File: src/hdl/cpd_pkg.sv
// cpd_pkg: shared types, constants and the CRC16 byte update for the packet deframer.
// No dependencies; imported by cpd_regs and crc16_packet_deframer_unit.
`timescale 1ns / 1ps
package cpd_pkg;

  localparam int unsigned BYTE_W   = 8;
  localparam int unsigned CRC_W    = 16;
  localparam int unsigned PHASE_W  = 3;
  localparam int unsigned STATUS_W = 2;
  localparam int unsigned DATA_W   = 32;
  localparam int unsigned ADDR_W   = 3;

  localparam logic [CRC_W-1:0] CRC_POLY   = 16'h1021;
  localparam logic [CRC_W-1:0] CRC_TOPBIT = 16'h8000;

  localparam logic [PHASE_W-1:0] PH_HUNT   = 3'd0;
  localparam logic [PHASE_W-1:0] PH_LEN    = 3'd1;
  localparam logic [PHASE_W-1:0] PH_DATA   = 3'd2;
  localparam logic [PHASE_W-1:0] PH_CRC_HI = 3'd3;
  localparam logic [PHASE_W-1:0] PH_CRC_LO = 3'd4;
  localparam logic [PHASE_W-1:0] PH_END    = 3'd5;

  localparam logic [STATUS_W-1:0] ST_OK      = 2'd0;
  localparam logic [STATUS_W-1:0] ST_BAD_END = 2'd1;
  localparam logic [STATUS_W-1:0] ST_BAD_CRC = 2'd2;

  localparam logic [BYTE_W-1:0] START_RESET = 8'd2;
  localparam logic [BYTE_W-1:0] END_RESET   = 8'd3;

  // register index taken from paddr bit 2
  localparam logic REG_START = 1'b0;
  localparam logic REG_END   = 1'b1;

  typedef struct packed {
    logic [BYTE_W-1:0] start_marker;
    logic [BYTE_W-1:0] end_marker;
  } cfg_t;

  typedef struct packed {
    logic [BYTE_W-1:0]   payload_byte;
    logic                frame_done;
    logic [STATUS_W-1:0] frame_status;
    logic [BYTE_W-1:0]   frame_length;
  } res_t;

  function automatic logic [CRC_W-1:0] crc_add_byte(
    input logic [CRC_W-1:0]  crc,
    input logic [BYTE_W-1:0] b
  );
    logic [CRC_W-1:0] c;
    c = crc ^ {b, 8'h00};
    for (int k = 0; k < BYTE_W; k++) begin
      if ((c & CRC_TOPBIT) != '0) begin
        c = {c[CRC_W-2:0], 1'b0} ^ CRC_POLY;
      end else begin
        c = {c[CRC_W-2:0], 1'b0};
      end
    end
    return c;
  endfunction

endpackage

File: src/hdl/cpd_regs.sv
// cpd_regs: APB-style register block holding the start and end marker bytes.
// Depends on cpd_pkg.
`timescale 1ns / 1ps
module cpd_regs (
  input  logic                       clk,
  input  logic                       rst_n,
  input  logic                       psel,
  input  logic                       penable,
  input  logic                       pwrite,
  input  logic [cpd_pkg::ADDR_W-1:0] paddr,
  input  logic [cpd_pkg::DATA_W-1:0] pwdata,
  output logic [cpd_pkg::DATA_W-1:0] prdata,
  output logic                       pready,
  output cpd_pkg::cfg_t              cfg
);
  import cpd_pkg::*;

  cfg_t cfg_r;
  logic wr_en;

  assign pready = 1'b1;
  assign wr_en  = psel & penable & pwrite;

  always_ff @(posedge clk) begin
    if (!rst_n) begin
      cfg_r.start_marker <= START_RESET;
      cfg_r.end_marker   <= END_RESET;
    end else if (wr_en) begin
      if (paddr[2] == REG_START) begin
        cfg_r.start_marker <= pwdata[BYTE_W-1:0];
      end else begin
        cfg_r.end_marker <= pwdata[BYTE_W-1:0];
      end
    end
  end

  always_comb begin
    prdata = '0;
    if (paddr[2] == REG_START) begin
      prdata[BYTE_W-1:0] = cfg_r.start_marker;
    end else begin
      prdata[BYTE_W-1:0] = cfg_r.end_marker;
    end
  end

  assign cfg = cfg_r;

endmodule

File: src/hdl/crc16_packet_deframer_unit.sv
// crc16_packet_deframer_unit: start/length/CRC16 packet deframer, top level.
// Each result is registered in the output register, or in the skid entry under a stall.
// Throughput: one byte per cycle while the skid entry is empty.
// The phase and byte-wide CRC update are combinational; a full skid entry drops in_ready.
// Reset: synchronous active-low rst_n; hunting for start, markers 2 and 3, CRC state zero.
// Depends on cpd_pkg and cpd_regs.
`timescale 1ns / 1ps
module crc16_packet_deframer_unit (
  input  logic                         clk,
  input  logic                         rst_n,
  input  logic                         in_valid,
  output logic                         in_ready,
  input  logic [cpd_pkg::BYTE_W-1:0]   in_rx_byte,
  output logic                         out_valid,
  input  logic                         out_ready,
  output logic [cpd_pkg::BYTE_W-1:0]   out_payload_byte,
  output logic                         out_frame_done,
  output logic [cpd_pkg::STATUS_W-1:0] out_frame_status,
  output logic [cpd_pkg::BYTE_W-1:0]   out_frame_length,
  input  logic                         cfg_psel,
  input  logic                         cfg_penable,
  input  logic                         cfg_pwrite,
  input  logic [cpd_pkg::ADDR_W-1:0]   cfg_paddr,
  input  logic [cpd_pkg::DATA_W-1:0]   cfg_pwdata,
  output logic [cpd_pkg::DATA_W-1:0]   cfg_prdata,
  output logic                         cfg_pready
);
  import cpd_pkg::*;

  cfg_t cfg;

  logic [PHASE_W-1:0] phase_r, phase_nxt;
  logic [BYTE_W-1:0]  bytes_left_r, bytes_left_nxt;
  logic [BYTE_W-1:0]  length_seen_r, length_seen_nxt;
  logic [CRC_W-1:0]   running_crc_r, running_crc_nxt;
  logic [CRC_W-1:0]   received_crc_r, received_crc_nxt;

  res_t res;
  logic has_res;
  logic accept;
  logic out_fire;

  res_t out_r, skid_r;
  logic out_v_r, skid_v_r;

  cpd_regs u_regs (
    .clk     (clk),
    .rst_n   (rst_n),
    .psel    (cfg_psel),
    .penable (cfg_penable),
    .pwrite  (cfg_pwrite),
    .paddr   (cfg_paddr),
    .pwdata  (cfg_pwdata),
    .prdata  (cfg_prdata),
    .pready  (cfg_pready),
    .cfg     (cfg)
  );

  assign in_ready = ~skid_v_r;
  assign accept   = in_valid & in_ready;
  assign out_fire = out_v_r & out_ready;

  always_comb begin
    phase_nxt        = phase_r;
    bytes_left_nxt   = bytes_left_r;
    length_seen_nxt  = length_seen_r;
    running_crc_nxt  = running_crc_r;
    received_crc_nxt = received_crc_r;
    has_res          = 1'b0;
    res              = '0;
    case (phase_r)
      PH_LEN: begin
        length_seen_nxt  = in_rx_byte;
        bytes_left_nxt   = in_rx_byte;
        running_crc_nxt  = '0;
        received_crc_nxt = '0;
        phase_nxt        = (in_rx_byte == '0) ? PH_CRC_HI : PH_DATA;
      end
      PH_DATA: begin
        running_crc_nxt  = crc_add_byte(running_crc_r, in_rx_byte);
        bytes_left_nxt   = bytes_left_r - BYTE_W'(1);
        if (bytes_left_nxt == '0) begin
          phase_nxt = PH_CRC_HI;
        end
        has_res          = 1'b1;
        res.payload_byte = in_rx_byte;
      end
      PH_CRC_HI: begin
        received_crc_nxt = {in_rx_byte, 8'h00};
        phase_nxt        = PH_CRC_LO;
      end
      PH_CRC_LO: begin
        received_crc_nxt = {received_crc_r[CRC_W-1:BYTE_W], in_rx_byte};
        phase_nxt        = PH_END;
      end
      PH_END: begin
        has_res          = 1'b1;
        res.frame_done   = 1'b1;
        res.frame_length = length_seen_r;
        if (in_rx_byte != cfg.end_marker) begin
          res.frame_status = ST_BAD_END;
        end else if (received_crc_r != running_crc_r) begin
          res.frame_status = ST_BAD_CRC;
        end else begin
          res.frame_status = ST_OK;
        end
        phase_nxt = PH_HUNT;
      end
      default: begin
        phase_nxt = (in_rx_byte == cfg.start_marker) ? PH_LEN : PH_HUNT;
      end
    endcase
  end

  always_ff @(posedge clk) begin
    if (!rst_n) begin
      phase_r        <= PH_HUNT;
      bytes_left_r   <= '0;
      length_seen_r  <= '0;
      running_crc_r  <= '0;
      received_crc_r <= '0;
    end else if (accept) begin
      phase_r        <= phase_nxt;
      bytes_left_r   <= bytes_left_nxt;
      length_seen_r  <= length_seen_nxt;
      running_crc_r  <= running_crc_nxt;
      received_crc_r <= received_crc_nxt;
    end
  end

  // output register with skid entry
  always_ff @(posedge clk) begin
    if (!rst_n) begin
      out_v_r  <= 1'b0;
      skid_v_r <= 1'b0;
    end else if (skid_v_r) begin
      if (out_fire) begin
        skid_v_r <= 1'b0;
      end
    end else if (accept && has_res) begin
      if (out_v_r && !out_fire) begin
        skid_v_r <= 1'b1;
      end else begin
        out_v_r <= 1'b1;
      end
    end else if (out_fire) begin
      out_v_r <= 1'b0;
    end
  end

  always_ff @(posedge clk) begin
    if (skid_v_r) begin
      if (out_fire) begin
        out_r <= skid_r;
      end
    end else if (accept && has_res) begin
      if (out_v_r && !out_fire) begin
        skid_r <= res;
      end else begin
        out_r <= res;
      end
    end
  end

  assign out_valid        = out_v_r;
  assign out_payload_byte = out_r.payload_byte;
  assign out_frame_done   = out_r.frame_done;
  assign out_frame_status = out_r.frame_status;
  assign out_frame_length = out_r.frame_length;

endmodule

File: config.mk
export PLATFORM = sky130hd
export DESIGN_NAME = crc16_packet_deframer_unit
export DESIGN_NICKNAME = d
export VERILOG_FILES = /design/src/hdl/cpd_pkg.sv /design/src/hdl/cpd_regs.sv /design/src/hdl/crc16_packet_deframer_unit.sv
export SDC_FILE = /design/constraint.sdc
export NUM_CORES = 1
export LEC_CHECK = 0
export BUFFER_PORTS_ARGS = -buffer_cell sky130_fd_sc_hd__buf_4
export CORE_MARGIN = 1
export CORE_UTILIZATION = 30
export CTS_BUF_LIST = sky130_fd_sc_hd__clkbuf_4 sky130_fd_sc_hd__clkbuf_8
export CTS_CLUSTER_DIAMETER = 80
export DETAILED_ROUTE_END_ITERATION = 16
export GPL_TIMING_DRIVEN = 0
export HOLD_SLACK_MARGIN = 0.03
export PLACE_DENSITY = 0.46
export SLEW_MARGIN = 20
export SYNTH_ARGS = -nofsm -noshare
export SYNTH_HDL_FRONTEND = slang
export SYNTH_HIERARCHICAL = 1
export SYNTH_SLANG_ARGS = --single-unit
File: constraint.sdc
create_clock -name clk -period 2.2 [get_ports clk]
set_input_delay 0.22 -clock clk [delete_from_list [all_inputs] [get_ports clk]]
set_output_delay 0.22 -clock clk [all_outputs]
set_load 0.005 [all_outputs]
# Yosys cells after proc, flatten, opt, wreduce, memory -nomap -nowiden
# Cells that the tools add are included.
dict set report word_totals {
  rom_bits 0
  ram_bits 0
  regBits 107
  input_bits 50
  latch_bits 0
  n_memories 0
}
dict set report op_classes {
  add_sub_neg 1
  multipliers 0
  mux 39
  n_eq_ne 12
  reduce_logical 21
  n_div 0
  n_lt_le_gt_ge 0
  shifts 0
  bitwise 16
}
# cell n
set ops {}
lappend ops {{16-bit two-way mux} 7}
lappend ops {{13-bit two-way mux} 8}
lappend ops {{19-bit two-way mux} 4}
lappend ops {{16-bit case mux with 3 select lines} 1}
lappend ops {{16-bit case mux with 2 select lines} 1}
lappend ops {{3-bit NOT} 8}
lappend ops {{8-bit logical NOT} 2}
lappend ops {{8-bit two-way mux} 2}
lappend ops {{16-bit != test} 1}
lappend ops {{8-bit case mux with 2 select lines} 1}
lappend ops {{16-bit XOR} 1}
lappend ops {{3-bit case mux with 5 select lines} 1}
lappend ops {{2-bit AND reduction} 6}
lappend ops {{3-bit AND reduction} 4}
lappend ops {{11-bit two-way mux} 1}
lappend ops {{1-bit two-way mux} 10}
lappend ops {{8-bit equality test} 1}
lappend ops {{2-bit != test, second input constant} 4}
lappend ops {{8-bit != test} 1}
lappend ops {{2-bit nonzero test} 4}
lappend ops {{8-bit by 1-bit subtractor with 8-bit output, second input constant} 1}
lappend ops {{3-bit by 2-bit equality test with 1-bit output, second input constant} 2}
lappend ops {{3-bit equality test, second input constant} 2}
lappend ops {{1-bit AND} 4}
lappend ops {{other kinds (8)} 12}

# Longest topological paths before layout
dict set report depth {
  word_depth 25
  mapped_depth 9
}

# Cells and area by module
# The synthesis kept the hierarchy.
# mod cells_each area_each_um2 n_inst
set modules_own_cells {}
lappend modules_own_cells {crc16_packet_deframer_unit 446 4509.3 1}
lappend modules_own_cells {cpd_regs 99 950.9 1}

# Worst setup path before layout
# No wires, ideal clock.
dict set report synth_timing {
  path_type {flip-flop to flip-flop}
  start {register skid_v_r}
  end {register out_r, in the netlist out_frame_done, enable pin}
  setup_time_ps 401
  slack_ps -141
  n_path_buf 3
  stages_incl_launch_ff 7
  t_arrival_ps 1940
  cell_sequence {dfxtp_1 > buf_2 > nor2b_1 > buf_2 > buf_2 > o21ai_0 > a21oi_1}
}
dict set report synth_via {
  elab_chain_len 5
}
# item line
set synth_rtl {}
lappend synth_rtl {{start: declaration} crc16_packet_deframer_unit.sv:44} ;# logic out_v_r, skid_v_r;
lappend synth_rtl {{start signal: assignment} crc16_packet_deframer_unit.sv:135} ;# skid_v_r <= 1'b0;
lappend synth_rtl {{start signal: assignment} crc16_packet_deframer_unit.sv:138} ;# skid_v_r <= 1'b0;
lappend synth_rtl {{start signal: assignment} crc16_packet_deframer_unit.sv:142} ;# skid_v_r <= 1'b1;
lappend synth_rtl {{1-bit NOT (no source line)} n/a}
lappend synth_rtl {{1-bit AND} crc16_packet_deframer_unit.sv:60} ;# assign accept = in_valid & in_ready;
lappend synth_rtl {{1-bit logical AND} crc16_packet_deframer_unit.sv:156} ;# end else if (accept && has_res) begin
lappend synth_rtl {{2-bit nonzero test (no source line)} n/a}
lappend synth_rtl {{3-bit AND reduction (no source line) *} n/a}
lappend synth_rtl {{end signal: assignment} crc16_packet_deframer_unit.sv:154} ;# out_r <= skid_r;
lappend synth_rtl {{end signal: assignment} crc16_packet_deframer_unit.sv:160} ;# out_r <= res;
lappend synth_rtl {{end: declaration} crc16_packet_deframer_unit.sv:43} ;# res_t out_r, skid_r;
# Mark *: on every way between the ends. The rest lies on a longest branch, timed or not.
# A chain may end at the register's enable or synchronous reset.

# Final worst setup path
dict set report layout_timing {
  start {register skid_v_r}
  end {register skid_r[15] in the netlist's numbering, enable pin}
}
dict set report layout_via {
  elab_chain_len 4
}
# item line
set layout_rtl {}
lappend layout_rtl {{1-bit NOT (no source line) *} n/a}
lappend layout_rtl {{1-bit AND} crc16_packet_deframer_unit.sv:60}
lappend layout_rtl {{1-bit logical AND} crc16_packet_deframer_unit.sv:156}
lappend layout_rtl {{3-bit AND reduction (no source line) *} n/a}
lappend layout_rtl {{end signal: assignment} crc16_packet_deframer_unit.sv:158} ;# skid_r <= res;
lappend layout_rtl {{end: declaration} crc16_packet_deframer_unit.sv:43}
# Marks and branches as above.

==> metrics.txt <==
# TYPE chip_impl_metric gauge
chip_impl_info{name="cts_tree",value="built"} 1
chip_impl_metric{name="io_buffers",unit=""} 44
chip_impl_metric{name="vias_per_cell",unit=""} 4.620
chip_impl_info{name="postSynth.topFlopCell",value="sky130_fd_sc_hd__dfxtp_1"} 1
chip_impl_metric{name="report.final.slew_viol_count",unit=""} 0
chip_impl_metric{name="drt_iter0_drc",unit=""} 198
chip_impl_metric{name="grt_overflow",unit=""} 0
chip_impl_metric{name="relSlewSlack",unit="%"} 57.72
chip_impl_metric{name="synthDistinctLibCells",unit=""} 53
chip_impl_metric{name="synth.yosys.warnings",unit=""} 6
chip_impl_metric{name="number_of_antenna_violations_at_the_first_check_in_global_routing",unit=""} 0
chip_impl_metric{name="clk_path_buf_depth",unit=""} 2
chip_impl_metric{name="static-leakage-power",unit="nW"} 2.654
chip_impl_metric{name="h-tree-depth",unit=""} 3
chip_impl_metric{name="synth_top_area_share",unit="%"} 25.30
chip_impl_metric{name="worst_r2r_path_depth",unit=""} 7
chip_impl_info{name="setup.worst_path.class",value="flip-flop to flip-flop"} 1
chip_impl_metric{name="floorplan.die.height",unit="um"} 136.9
chip_impl_info{name="status",value="finished, final reports clean"} 1
chip_impl_metric{name="final_layout_size_suffix_gt1_share",unit="%"} 23.97
chip_impl_metric{name="via_count",unit=""} 3950
chip_impl_info{name="synth.top_cells.by_count",value="71 x sky130_fd_sc_hd__nand2_1, 69 x sky130_fd_sc_hd__dfxtp_1, 38 x sky130_fd_sc_hd__edfxtp_1, 36 x sky130_fd_sc_hd__xor2_1"} 1
chip_impl_info{name="startpoint",value="skid_v_r$_SDFF_PN0_"} 1
chip_impl_metric{name="maxCapViolCount",unit=""} 0
chip_impl_metric{name="worst-endpoint-arrival",unit="ps"} 2100
chip_impl_metric{name="post-route-cell-area",unit="mm2"} 0.006419
chip_impl_metric{name="floorplan.initialDensity",unit="%"} 31.14
chip_impl_metric{name="chipWidth",unit="um"} 136.9
chip_impl_metric{name="synth_edf_count",unit=""} 38
chip_impl_metric{name="antenna_cells",unit=""} 0
chip_impl_metric{name="layout-area-overhead-vs-synth",unit="%"} 17.55
chip_impl_metric{name="wirelength_met1",unit="um"} 6306
chip_impl_metric{name="area_of_the_core_region",unit="mm2"} 0.01754
chip_impl_metric{name="vdd_ir_drop_max",unit="mV"} 0.3105
chip_impl_metric{name="nFillCells",unit=""} 1820
chip_impl_metric{name="worst-endpoint-required",unit="ps"} 2290
chip_impl_info{name="highest_layer",value="met4"} 1
chip_impl_metric{name="drtPass1Iterations",unit=""} 4
chip_impl_metric{name="worst_margin_pin_slew",unit="ps"} 634.3
chip_impl_info{name="worstSetupStartpointType",value="flip-flop"} 1
chip_impl_metric{name="io-pin-count",unit=""} 104
chip_impl_metric{name="reg2reg_setup_slack",unit="ps"} 190
chip_impl_metric{name="maximum_number_of_pins_on_one_net_before_global_route_repair",unit=""} 20
chip_impl_info{name="worst_r2r_startpoint",value="skid_v_r$_SDFF_PN0_"} 1
chip_impl_info{name="rr_endpoint",value="skid_r[15]$_DFFE_PP_"} 1
chip_impl_metric{name="cts.sinks",unit=""} 107
chip_impl_metric{name="clock_latency",unit="ps"} 400
chip_impl_metric{name="power.density",unit="mW/mm2"} 570.1
chip_impl_metric{name="grt_pass1_vias",unit=""} 3811
chip_impl_metric{name="nNetsFinal",unit=""} 677
chip_impl_metric{name="final_weighted_congestion_in_routability_driven_placement",unit=""} 0.7365
chip_impl_metric{name="period_minus_slack",unit="ps"} 2014
chip_impl_metric{name="synth_async_sr_flop_share",unit="%"} 0
chip_impl_metric{name="drt_drc_violations_left",unit=""} 0
chip_impl_info{name="crit_path_end_kind",value="flip-flop"} 1
chip_impl_metric{name="met3RoutedLength",unit="um"} 635
chip_impl_info{name="ys_top_cells_by_area",value="sky130_fd_sc_hd__dfxtp_1 25%, sky130_fd_sc_hd__edfxtp_1 21%, sky130_fd_sc_hd__xor2_1 5.8%"} 1
chip_impl_info{name="cts_root_buffer",value="sky130_fd_sc_hd__clkbuf_8"} 1
chip_impl_info{name="rsz0062_at_grt",value="false"} 1
chip_impl_metric{name="grt_first_pass_wirelength",unit="um"} 21030
chip_impl_metric{name="clk_transition_reported_paths",unit="ps"} 120
chip_impl_metric{name="finalSetupViolations",unit=""} 0
chip_impl_metric{name="synth_area",unit="mm2"} 0.005460
chip_impl_metric{name="place_hpwl",unit="um"} 9495
chip_impl_metric{name="grt.total_usage",unit="%"} 15.04
chip_impl_info{name="yosysMostFrequentCell",value="sky130_fd_sc_hd__nand2_1"} 1
chip_impl_metric{name="finalHoldViolCount",unit=""} 0
chip_impl_metric{name="finish.utilization",unit="%"} 36.60
chip_impl_info{name="cp-endpoint",value="skid_r[15]$_DFFE_PP_"} 1
chip_impl_metric{name="met2RoutedLength",unit="um"} 6394
chip_impl_metric{name="setup-tns-final",unit="ps"} 0
chip_impl_metric{name="timing.fmax",unit="MHz"} 496.6
chip_impl_info{name="synth_top_cell_by_area",value="sky130_fd_sc_hd__dfxtp_1"} 1
chip_impl_metric{name="wl",unit="um"} 13480
chip_impl_metric{name="fin_skew",unit="ps"} 21.93
chip_impl_metric{name="postRouteAntennaNets",unit=""} 0
chip_impl_metric{name="synth_seq_cells",unit=""} 107
chip_impl_metric{name="die_area",unit="mm2"} 0.01874
chip_impl_info{name="timing.hold.worst.class",value="input pin to flip-flop"} 1
chip_impl_metric{name="period_share",unit="%"} 91.54
chip_impl_metric{name="synth_sequential_area_ratio",unit="%"} 46.20
chip_impl_metric{name="critPathMaxFanout",unit=""} 10
chip_impl_metric{name="synth_cells",unit=""} 545
chip_impl_metric{name="post_synth.cell_area_avg",unit="um2"} 10.02
chip_impl_metric{name="cts_buffers",unit=""} 9
chip_impl_metric{name="wire_per_inst",unit="um"} 15.76
chip_impl_metric{name="post_place_cell_area",unit="mm2"} 0.006162
chip_impl_metric{name="core.rowCount",unit=""} 48
worst min-delay path by stage:
stage	startpoint	endpoint	slack, ps	cells after the start
floorplan	cfg_pwdata[0]	u_regs/cfg[8]$_SDFFE_PN0P_	360	2
global placement	length_seen_r[6]$_SDFFE_PN0P_	length_seen_r[6]$_SDFFE_PN0P_	440	2
detailed placement	length_seen_r[7]$_SDFFE_PN0P_	length_seen_r[7]$_SDFFE_PN0P_	450	2
CTS	cfg_pwdata[0]	u_regs/cfg[8]$_SDFFE_PN0P_	60	3
global route	cfg_pwdata[0]	u_regs/cfg[8]$_SDFFE_PN0P_	70	3
finish	cfg_pwdata[0]	u_regs/cfg[8]$_SDFFE_PN0P_	80	3
placed cells by master, fill, tap and decap left out, types with 22 or more instances in the layout:
master,count
sky130_fd_sc_hd__buf_2,22
sky130_fd_sc_hd__buf_4,72
sky130_fd_sc_hd__conb_1,25
sky130_fd_sc_hd__dfxtp_1,69
sky130_fd_sc_hd__edfxtp_1,38
sky130_fd_sc_hd__mux2_2,25
sky130_fd_sc_hd__nand2_1,71
sky130_fd_sc_hd__nor2b_1,28
sky130_fd_sc_hd__xnor2_1,23
sky130_fd_sc_hd__xor2_1,36
stage by stage:
stage          total power (W)  cells  setup WS (ps)  hold slack, ps
2_1_floorplan         0.002300    568          208.5           362.1
3_3_place_gp          0.002395    837         -266.8           442.0
3_5_place_dp          0.002398    837         -285.5           445.1
4_1_cts               0.003701    854          86.95           61.04
5_1_grt               0.003793    855          11.10           66.97
6_report              0.003659    855          186.2           77.93
layer usage:
metal,up-vias,track usage [%]
met2,97,24.90
met4,0,3.663
met5,-,0
li1,1976,-
met1,1865,19.53
met3,12,3.778
sequential cells by signal, indices dropped and copies added, names as in the netlist:
name,cells
out_payload_byte,8
out_valid,1
received_crc_r,16
phase_r,3
running_crc_r,16
skid_r,19
out_frame_status,2
skid_v_r,1
u_regs/cfg,16
length_seen_r,8
bytes_left_r,8
out_frame_length,8
out_frame_done,1
logic make-up (layout without fill, tap and decap cells):
family	Yosys count	after routing	synth area share (%)
AO/OA/AOI/OAI	83	83	10.54
XOR/XNOR	59	59	9.464
adder cells (fa/ha/maj)	2	2	0.4582
buffers and inverters	69	130	7.447
flip-flops	107	107	46.20
multiplexers	41	41	8.089
other	2	25	0.1375
AND/OR/NAND/NOR	182	183	17.67
repair_timing:
item / in CTS / in global routing
buffers inserted: 1 / 0
resized for setup: 3 / 4
hold buffers: 0 / 0
cloned: 0 / 1
pin swaps: 1 / 0
setup endpoints to repair: 38 / 20
power breakdown:
group / internal, W / switching, W
registers: 0.00204 / 0.00000923
logic: 0.000138 / 0.000166
clock network: 0.000547 / 0.000758
total: 0.00273 / 0.000933
final cells by class:
| cell class | count | area [um2] | share of cell area [%] |
|---|---|---|---|
| plain buffers | 62 | 381.6 | 5.945 |
| well taps | 225 | 281.5 | 4.386 |
| clock inverters | 7 | 85.08 | 1.326 |
| multi-input cells | 393 | 2648 | 41.25 |
| flip-flops and latches | 107 | 2522 | 39.30 |
| inverters | 7 | 26.28 | 0.4094 |
| clock buffers | 9 | 123.9 | 1.930 |
| repair buffers | 45 | 350.3 | 5.458 |
critical path: stages, from the launching register on:
cell and delay (ps):
sky130_fd_sc_hd__dfxtp_1 310, sky130_fd_sc_hd__buf_2 170, sky130_fd_sc_hd__nor2b_1 110, sky130_fd_sc_hd__buf_2 170, sky130_fd_sc_hd__buf_2 260, sky130_fd_sc_hd__o21ai_1 180, sky130_fd_sc_hd__inv_1 180, sky130_fd_sc_hd__and2_2 320
Power figures use the tool's default switching activity.
